$ cat src/brc_pkg.sv
// Shared types, constants and modular reduction for the byte recurrence checksum.
package brc_pkg;

   localparam logic [7:0]  FIRST_ADD  = 8'd7;
   localparam logic [4:0]  ALPHA_MUL  = 5'd17;
   localparam logic [4:0]  BETA_MUL   = 5'd31;
   localparam logic [15:0] TERM_MOD   = 16'hFFFF;
   localparam logic [7:0]  FIRST_POS  = 8'd1;

   // recurrence state carried from item to item
   typedef struct packed {
      logic [15:0] prev_term;
      logic [15:0] curr_term;
      logic [7:0]  byte_position;
      logic        in_message;
   } term_state_type;

   localparam term_state_type IDLE_STATE = '{
      prev_term:     16'd1,
      curr_term:     16'd0,
      byte_position: 8'd0,
      in_message:    1'b0
   };

   // reduce a 25-bit value mod 65535 by folding the upper bits onto the lower half
   function automatic logic [15:0] fold_mod(input logic [24:0] x);
      logic [16:0] s1;
      logic [15:0] s2;
      s1 = {8'b0, x[24:16]} + {1'b0, x[15:0]};
      // s1 stays below 2^16 + 511, so this second fold cannot carry out
      s2 = s1[15:0] + {15'b0, s1[16]};
      return (s2 == TERM_MOD) ? 16'd0 : s2;
   endfunction

endpackage

$ cat src/brc_step.sv
// One recurrence step: next state and checksum for a single byte.
module brc_step (
   input  brc_pkg::term_state_type cur_state,
   input  logic [7:0]              data_byte,
   input  logic                    last_byte,
   output brc_pkg::term_state_type nxt_state,
   output logic [15:0]             checksum
);

   logic [12:0]              alpha_prod;
   logic [12:0]              beta_prod;
   logic [7:0]               alpha;
   logic [7:0]               beta;
   logic [8:0]               mult_a;
   logic [24:0]              prod_p;
   logic [24:0]              prod_q;
   logic                     diff_pos;
   logic [24:0]              diff_mag;
   logic [15:0]              diff_mod;
   logic [15:0]              term_new;
   brc_pkg::term_state_type  step_state;

   // position coefficients, kept mod 256
   assign alpha_prod = {5'b0, cur_state.byte_position} * {8'b0, brc_pkg::ALPHA_MUL};
   assign beta_prod  = {5'b0, cur_state.byte_position} * {8'b0, brc_pkg::BETA_MUL};
   assign alpha      = alpha_prod[7:0];
   assign beta       = beta_prod[7:0];

   // both products of the recurrence, side by side
   assign mult_a = {1'b0, data_byte} + {1'b0, alpha};
   assign prod_p = {16'b0, mult_a} * {9'b0, cur_state.curr_term};
   assign prod_q = {17'b0, beta} * {9'b0, cur_state.prev_term};

   // a negative difference -d wraps to (1 - d) mod 65535: fold d - 1 and negate
   assign diff_pos = (prod_p >= prod_q);
   assign diff_mag = diff_pos ? (prod_p - prod_q) : (prod_q - prod_p - 25'd1);
   assign diff_mod = brc_pkg::fold_mod(diff_mag);

   always_comb begin
      if (diff_pos || diff_mod == 16'd0) begin
         term_new = diff_mod;
      end else begin
         term_new = brc_pkg::TERM_MOD - diff_mod;
      end
   end

   // start a message or shift the terms
   always_comb begin
      if (!cur_state.in_message) begin
         step_state.prev_term     = 16'd1;
         step_state.curr_term     = {8'b0, data_byte} + {8'b0, brc_pkg::FIRST_ADD};
         step_state.byte_position = brc_pkg::FIRST_POS;
         step_state.in_message    = 1'b1;
      end else begin
         step_state.prev_term     = cur_state.curr_term;
         step_state.curr_term     = term_new;
         step_state.byte_position = cur_state.byte_position + 8'd1;
         step_state.in_message    = 1'b1;
      end
   end

   // on the final byte, report the term and drop back to idle
   assign checksum  = step_state.curr_term;
   assign nxt_state = last_byte ? brc_pkg::IDLE_STATE : step_state;

endmodule

$ cat src/byte_recurrence_checksum_core.sv
// Top level of the byte recurrence checksum: input register, step logic, result register.
// Path: a byte is held in the input register and worked by the step logic into the state
//   register; its checksum (final byte only) is loaded into the result register and shows
//   on rsp_valid until taken.
// Throughput: one byte per cycle; the recurrence state updates once per byte.
//   Only a final byte meeting a full, stalled result register holds up the stream.
// Reset (synchronous): both stages empty, terms back to previous 1 and current 0.
module byte_recurrence_checksum_core (
   input  logic        clock,
   input  logic        reset,
   input  logic        req_valid,
   output logic        req_stall,
   input  logic [7:0]  req_data_byte,
   input  logic        req_last_byte,
   output logic        rsp_valid,
   input  logic        rsp_stall,
   output logic [15:0] rsp_checksum
);

   logic                    in_valid_ff, in_valid_in;
   logic [7:0]              in_data_ff;
   logic                    in_last_ff;
   brc_pkg::term_state_type state_ff, state_in;
   logic                    out_valid_ff, out_valid_in;
   logic [15:0]             out_checksum_ff;
   logic                    advance;
   logic                    take_req;
   logic [15:0]             step_checksum;

   // a non-final byte never needs the result register
   assign advance  = in_valid_ff && (!in_last_ff || !out_valid_ff || !rsp_stall);
   assign take_req = req_valid && !req_stall;
   assign req_stall = in_valid_ff && !advance;

   brc_step u_step (
      .cur_state (state_ff),
      .data_byte (in_data_ff),
      .last_byte (in_last_ff),
      .nxt_state (state_in),
      .checksum  (step_checksum)
   );

   // hold or refill the input register
   assign in_valid_in = take_req || (in_valid_ff && !advance);

   always_ff @(posedge clock) begin
      if (reset) begin
         in_valid_ff <= 1'b0;
      end else begin
         in_valid_ff <= in_valid_in;
      end
      if (take_req) begin
         in_data_ff <= req_data_byte;
         in_last_ff <= req_last_byte;
      end
   end

   // advance the recurrence state
   always_ff @(posedge clock) begin
      if (reset) begin
         state_ff <= brc_pkg::IDLE_STATE;
      end else if (advance) begin
         state_ff <= state_in;
      end
   end

   // load a checksum on a final byte, drop it once taken
   always_comb begin
      if (advance && in_last_ff) begin
         out_valid_in = 1'b1;
      end else if (!rsp_stall) begin
         out_valid_in = 1'b0;
      end else begin
         out_valid_in = out_valid_ff;
      end
   end

   always_ff @(posedge clock) begin
      if (reset) begin
         out_valid_ff <= 1'b0;
      end else begin
         out_valid_ff <= out_valid_in;
      end
      if (advance && in_last_ff) begin
         out_checksum_ff <= step_checksum;
      end
   end

   assign rsp_valid    = out_valid_ff;
   assign rsp_checksum = out_checksum_ff;

endmodule

$ cat config.mk
export PLATFORM = sky130hd
export DESIGN_NAME = byte_recurrence_checksum_core
export DESIGN_NICKNAME = d
export VERILOG_FILES = /design/src/brc_pkg.sv /design/src/brc_step.sv /design/src/byte_recurrence_checksum_core.sv
export SDC_FILE = /design/constraint.sdc
export NUM_CORES = 1
export LEC_CHECK = 0
export BUFFER_PORTS_ARGS = -buffer_cell sky130_fd_sc_hd__buf_2
export CAP_MARGIN = 15
export CORE_UTILIZATION = 44
export DETAILED_ROUTE_END_ITERATION = 8
export GPL_TIMING_DRIVEN = 0
export SKIP_CTS_REPAIR_TIMING = 1
export SLEW_MARGIN = 40
export SYNTH_ARGS = -nofsm -noshare
export SYNTH_HDL_FRONTEND = slang
export SYNTH_SLANG_ARGS = --single-unit
export TNS_END_PERCENT = 1
$ cat constraint.sdc
create_clock -name clock -period 17.4 [get_ports clock]
set_input_delay 1.74 -clock clock [delete_from_list [all_inputs] [get_ports clock]]
set_output_delay 1.74 -clock clock [all_outputs]
set_load 0.02 [all_outputs]
Yosys cells after proc, flatten, opt, wreduce, memory -nomap -nowiden
Cells that the tools add are included.
{ "op_classes": {"add_sub_neg": 9, "mul": 4, "magnitude_cmp": 1, "n_eq_ne": 2, "n_mux": 7, "n_reduce_logical": 14} }
{ "ops": {"columns": ["cell", "count"], "rows": [
  ["41-bit 2-to-1 mux", 2],
  ["16-bit 2-to-1 mux", 2],
  ["25-bit by 24-bit >= comparator with 1-bit output", 1],
  ["9-bit by 16-bit multiplier with 25-bit output", 1],
  ["25-bit 2-to-1 mux", 1],
  ["24-bit by 25-bit subtractor with 25-bit output", 1],
  ["25-bit by 1-bit subtractor with 25-bit output, second input constant", 1],
  ["25-bit by 24-bit subtractor with 25-bit output", 1],
  ["8-bit by 16-bit multiplier with 24-bit output", 1],
  ["9-bit by 16-bit adder with 17-bit output", 1],
  ["16-bit by 1-bit adder with 16-bit output", 1],
  ["16-bit equality test, second input constant", 1],
  ["16-bit zero test", 1],
  ["8-bit by 5-bit multiplier with 8-bit output, second input constant", 2],
  ["16-bit subtractor, first input constant", 1],
  ["8-bit by 3-bit adder with 9-bit output, second input constant", 1],
  ["8-bit by 8-bit adder with 9-bit output", 1],
  ["8-bit by 1-bit adder with 8-bit output, second input constant", 1],
  ["1-bit zero test", 5],
  ["1-bit logical AND", 4],
  ["1-bit logical OR", 4],
  ["1-bit 2-to-1 mux", 2],
  ["2-bit by 1-bit != test with 1-bit output, second input constant", 1]
]} }
{ "word_totals": {"ff_bits": 68, "inputBits": 13, "out_inout_bits": 18, "elab_cells": 46} }

Depth between registers and ports, before layout
{ "depth": {"word_depth": 15, "depth_mapped": 68, "ltp_nobuf": 63} }

Hierarchy
A second synthesis with hierarchy kept.
{ "hier_totals": {"hier_cells": 1914, "area_unflattened_um2": 16125.5} }
{ "modules_own_cells": {"columns": ["module", "instances", "cells_each", "area_each_um2", "seq_area_each_um2"], "rows": [
  ["brc_step", 1, 1700, 13435.4, 0.0],
  ["byte_recurrence_checksum_core", 1, 214, 2690.1, 1611.5]
]} }

Least setup slack after synthesis
OpenSTA, ideal clock, no wires.
{ "synth_timing": {"path_type": "register to register", "startpoint": "register state_ff[2] (netlist name)", "endpoint": "register out_checksum_ff[0] (netlist: rsp_checksum[0]), data pin", "setup_time_ns": 0.256, "t_arrival_ns": 14.029, "required_time_ns": 17.144, "setup_slack_ns": 3.115, "path_stages_with_launch": 66, "n_path_buf": 5, "synth_period_minus_slack_ns": 14.285, "path_cell_list": "dfxtp_1 fa_1 inv_1 fa_1 fa_1 inv_1 ha_1 a21oi_1 o21bai_1 a21oi_1 xnor2_1 clkbuf_1 nand2_1 fa_1 fa_1 fa_1 fa_1 inv_1 [30 not listed] a21o_1 a21o_1 a21o_1 nand2_1 nor4_1 ha_1 ha_1 and2_1 nor2_1 nand4_1 nor3_1 nand3_1 or4_1 nor3_1 nand4_1 nand2b_1 clkbuf_1 a31o_2"} }
{ "synth_via": {"elab_chain_len": 14, "word_cells_on_any_way": 19, "classes_between": "add/sub (7); mul (4); order compare (1); eq/ne (1); mux (4); reduce/logical (2)"} }
{ "synth_rtl": {"columns": ["element", "line_no", "text"], "rows": [
  ["start, declared", "byte_recurrence_checksum_core.sv:23", "brc_pkg::term_state_type state_ff, state_in;"],
  ["start signal, assigned", "byte_recurrence_checksum_core.sv:61", "state_ff <= brc_pkg::IDLE_STATE;"],
  ["start signal, assigned", "byte_recurrence_checksum_core.sv:63", "state_ff <= state_in;"],
  ["branches (longest 12 deep; another with 9-bit by 16-bit multiplier with 25-bit output)", null, null],
  ["16-bit 2-to-1 mux (*)", "brc_step.sv:40", "if (diff_pos || diff_mod == 16'd0) begin"],
  ["41-bit 2-to-1 mux (*)", "brc_step.sv:49", "if (!cur_state.in_message) begin"],
  ["via step_checksum[0]", "byte_recurrence_checksum_core.sv:28", "logic [15:0] step_checksum;"],
  ["end signal, assigned", "byte_recurrence_checksum_core.sv:85", "out_checksum_ff <= step_checksum;"],
  ["end, declared", "byte_recurrence_checksum_core.sv:25", "logic [15:0] out_checksum_ff;"]
]} }
Mark *: on every way through the listed nets, which the timed path passes.
A chain may end at the register's enable or synchronous reset.

Final worst setup path
{ "layout_timing": {"startpoint": "register state_ff[1] (netlist name)", "endpoint": "register out_checksum_ff[13] (netlist: rsp_checksum[13]), data pin"} }
Same word-level chain as after synthesis.

==> out/qor.yml <==
yosys.area.top_type_share_pct: 25.4
cts_buffers: 9
cp.buffers_inverters: 11
die_w_um: 190
post_drt_via_cell_ratio: 5.47
fmax_mhz: 61.3
dieArea_um2: 36000
first_pass_iters: 5
rsz0062_at_grt: "false"
worst_slew_pin_slew_ns: 0.829
rrSetupSlack_ns: 1.09
finalMaxSlewViolations: 0
cpMostUsedCell: "fa_1"
async_flop_share_pct: 0
n_fill_cell: 3408
core_um2: 34600
worst_path_dominant_cell_family: "adder cells"
start_util_pct: 44.8
timing.rr.end: "rsp_checksum[13]"
grt_usage_pct: 24.8
final_hold_viol_count: 0
syn_to_final_growth_pct: 7.44
dp.final_hpwl_um: 36400
detail_route.wl_per_cell_um: 18.3
cp_max_fo: 10
htreeDepth: 3
multiInputGateArea_um2: 12500
dieHeight_um: 190
cp.required_ns: 17.45
hp-class: "register to register"
clk_path_buf_depth: 2
seq_area_um2: 1620
ys_ff_latch: 68
synthTopCellsByArea: "fa_1, ha_1, inv_1, dfxtp_1, and2_1"
diodes: 0
synthCells: 1875
vias: 13000
port_buffers: 29
mostFrequentLayoutCells: "inv_1, fa_1, nand2_1, ha_1, and2_1"
r2r_cells: 65
period_share_pct: 93.8
period_needed_ns: 16.31
crit_path_start_kind: "register"
synthFlopType: "dfxtp_1"
clkSinkCount: 68
syn-num-nets: 2256
grt_pass1_vias: 13000
clk_latency_ns: 0.33
crit_path_top_delay_cell: "fa_1"
io_pins: 31
rows: 68
hold_start: "state_ff[24]"
drive_gt1_share_pct: 5.57
worst_ep_arrival_time_ns: 16.36
crit_type: "register to register"
cap_violations: 0
yosysWarnings: 0
tritoncts: "yes"
grt_pass1_wl_um: 70200
nNetsFinal: 2298
fin_skew_ns: 0.00676
cp-end-kind: "register"
synth_seq_area_share_pct: 10.4
antenna_found_initial: 0
synth_top_area_cell: "fa_1"
drt-total-wl_um: 43400
synth_cell_type_count: 77
maxSlewHeadroom_pct: 44.7
min_path_cells: 2
grt_max_degree: 19
gp_congestion: 0.916
overflow: 0
max_stage_delay_ns: 0.59
setup_tns_ns: 0
path_clk_slew_ns: 0.06
status: "finished clean"
drc: 0
r2r-start: "state_ff[1]"
layout_commonest_cell: "inv_1"
synth_edf_count: 25
setup_viol: 0
ant_nets: 0
avgSynthCellArea_um2: 8.27
hold_end: "state_ff[40]"
drt_iter0_drc: 830
mappedNetlistArea_um2: 15500
root_buffer: "clkbuf_16"
[cell usage after synthesis, types with 9 or more instances]
cell and count:
nor2_1 79, a21oi_1 115, nand3_1 28, clkbuf_1 61, a211oi_1 19, a21o_1 42
nor2b_1 26, nand2_1 189, nor3_1 25, edfxtp_1 25, a31oi_1 12, nand2b_1 14
o21a_1 11, inv_1 308, ha_1 171, a22oi_1 23, o21bai_1 30, xor2_1 35
and2_1 136, xnor2_1 82, o21ai_0 50, dfxtp_1 43, mux2i_1 9, and3_1 21
nand4_1 16, fa_1 197
[final cells by class]
type | count | share of cell area, %
Clock buffer | 9 | 1.35
Timing Repair Buffer | 31 | 0.961
Buffer | 73 | 1.91
Inverter | 309 | 6.96
Clock inverter | 7 | 0.586
Sequential cell | 68 | 9.70
Tap cell | 455 | 3.42
Multi-Input combinational cell | 1425 | 75.1
[through the flow]
stage | cell area, µm² | util [%] | worst slack, ns | instances | hold WS, ns
floorplan | 15500 | - | 3.12 | 1875 | 0.454
global placement | 16200 | 46.9 | 0.0555 | 2359 | 0.468
detailed placement | 16200 | 46.9 | 0.206 | 2359 | 0.476
CTS | 16600 | 47.8 | 0.106 | 2375 | 0.489
global route | 16700 | 48.1 | 0.0183 | 2377 | 0.504
finish | 16700 | 48.1 | 1.09 | 2377 | 0.493
[kinds of logic (layout without fill, tap and decap cells)]
logic type,count (synthesis),count (layout),share of synthesized area (%)
AND/OR/NAND/NOR,564,564,18.3
buffers and inverters,382,429,9.44
adder cells (fa/ha/maj),368,368,39.2
AO/OA/AOI/OAI,365,365,15.3
XOR/XNOR,117,117,6.61
flip-flops,68,68,10.4
multiplexers,11,11,0.726
[worst max-delay path by stage]
| stage | from | end | cells after the start |
|---|---|---|---|
| 2_1_floorplan | state_ff[2] | rsp_checksum[0] | 65 |
| 3_3_place_gp | state_ff[3] | rsp_checksum[13] | 66 |
| 3_5_place_dp | state_ff[2] | rsp_checksum[13] | 63 |
| 4_1_cts | state_ff[3] | rsp_checksum[13] | 66 |
| 5_1_grt | state_ff[2] | rsp_checksum[13] | 65 |
| 6_report | state_ff[1] | rsp_checksum[13] | 65 |
[worst register-to-register path: cells and delay by family (launching register included)]
family	cells	cell delay, ns
AOI/OAI and AO/OA	20	3.67
buffers and inverters	11	1.83
DFF	1	0.40
muxes	1	0.27
adders and majority gates	13	5.43
and+or+nand+nor	15	3.31
xor gates and xnor gates	5	1.10
[metal layers]
metal / global-route usage (%) / up-vias / wire [µm]
li1: - / 6197 / -
met1: 35.0 / 6462 / 20500
met2: 41.9 / 299 / 20700
met3: 1.75 / 42 / 1650
met4: 4.19 / 0 / 572
met5: 0 / - / 0
[sequential cells by signal, summed over array words and instances (netlist names)]
| register | flops |
|---|---|
| rsp_valid | 1 |
| in_last_ff | 1 |
| in_data_ff | 8 |
| state_ff | 41 |
| rsp_checksum | 16 |
| in_valid_ff | 1 |
Power is not shown: default switching activity piles up to over one toggle a cycle in this logic, so the estimate is an artifact.
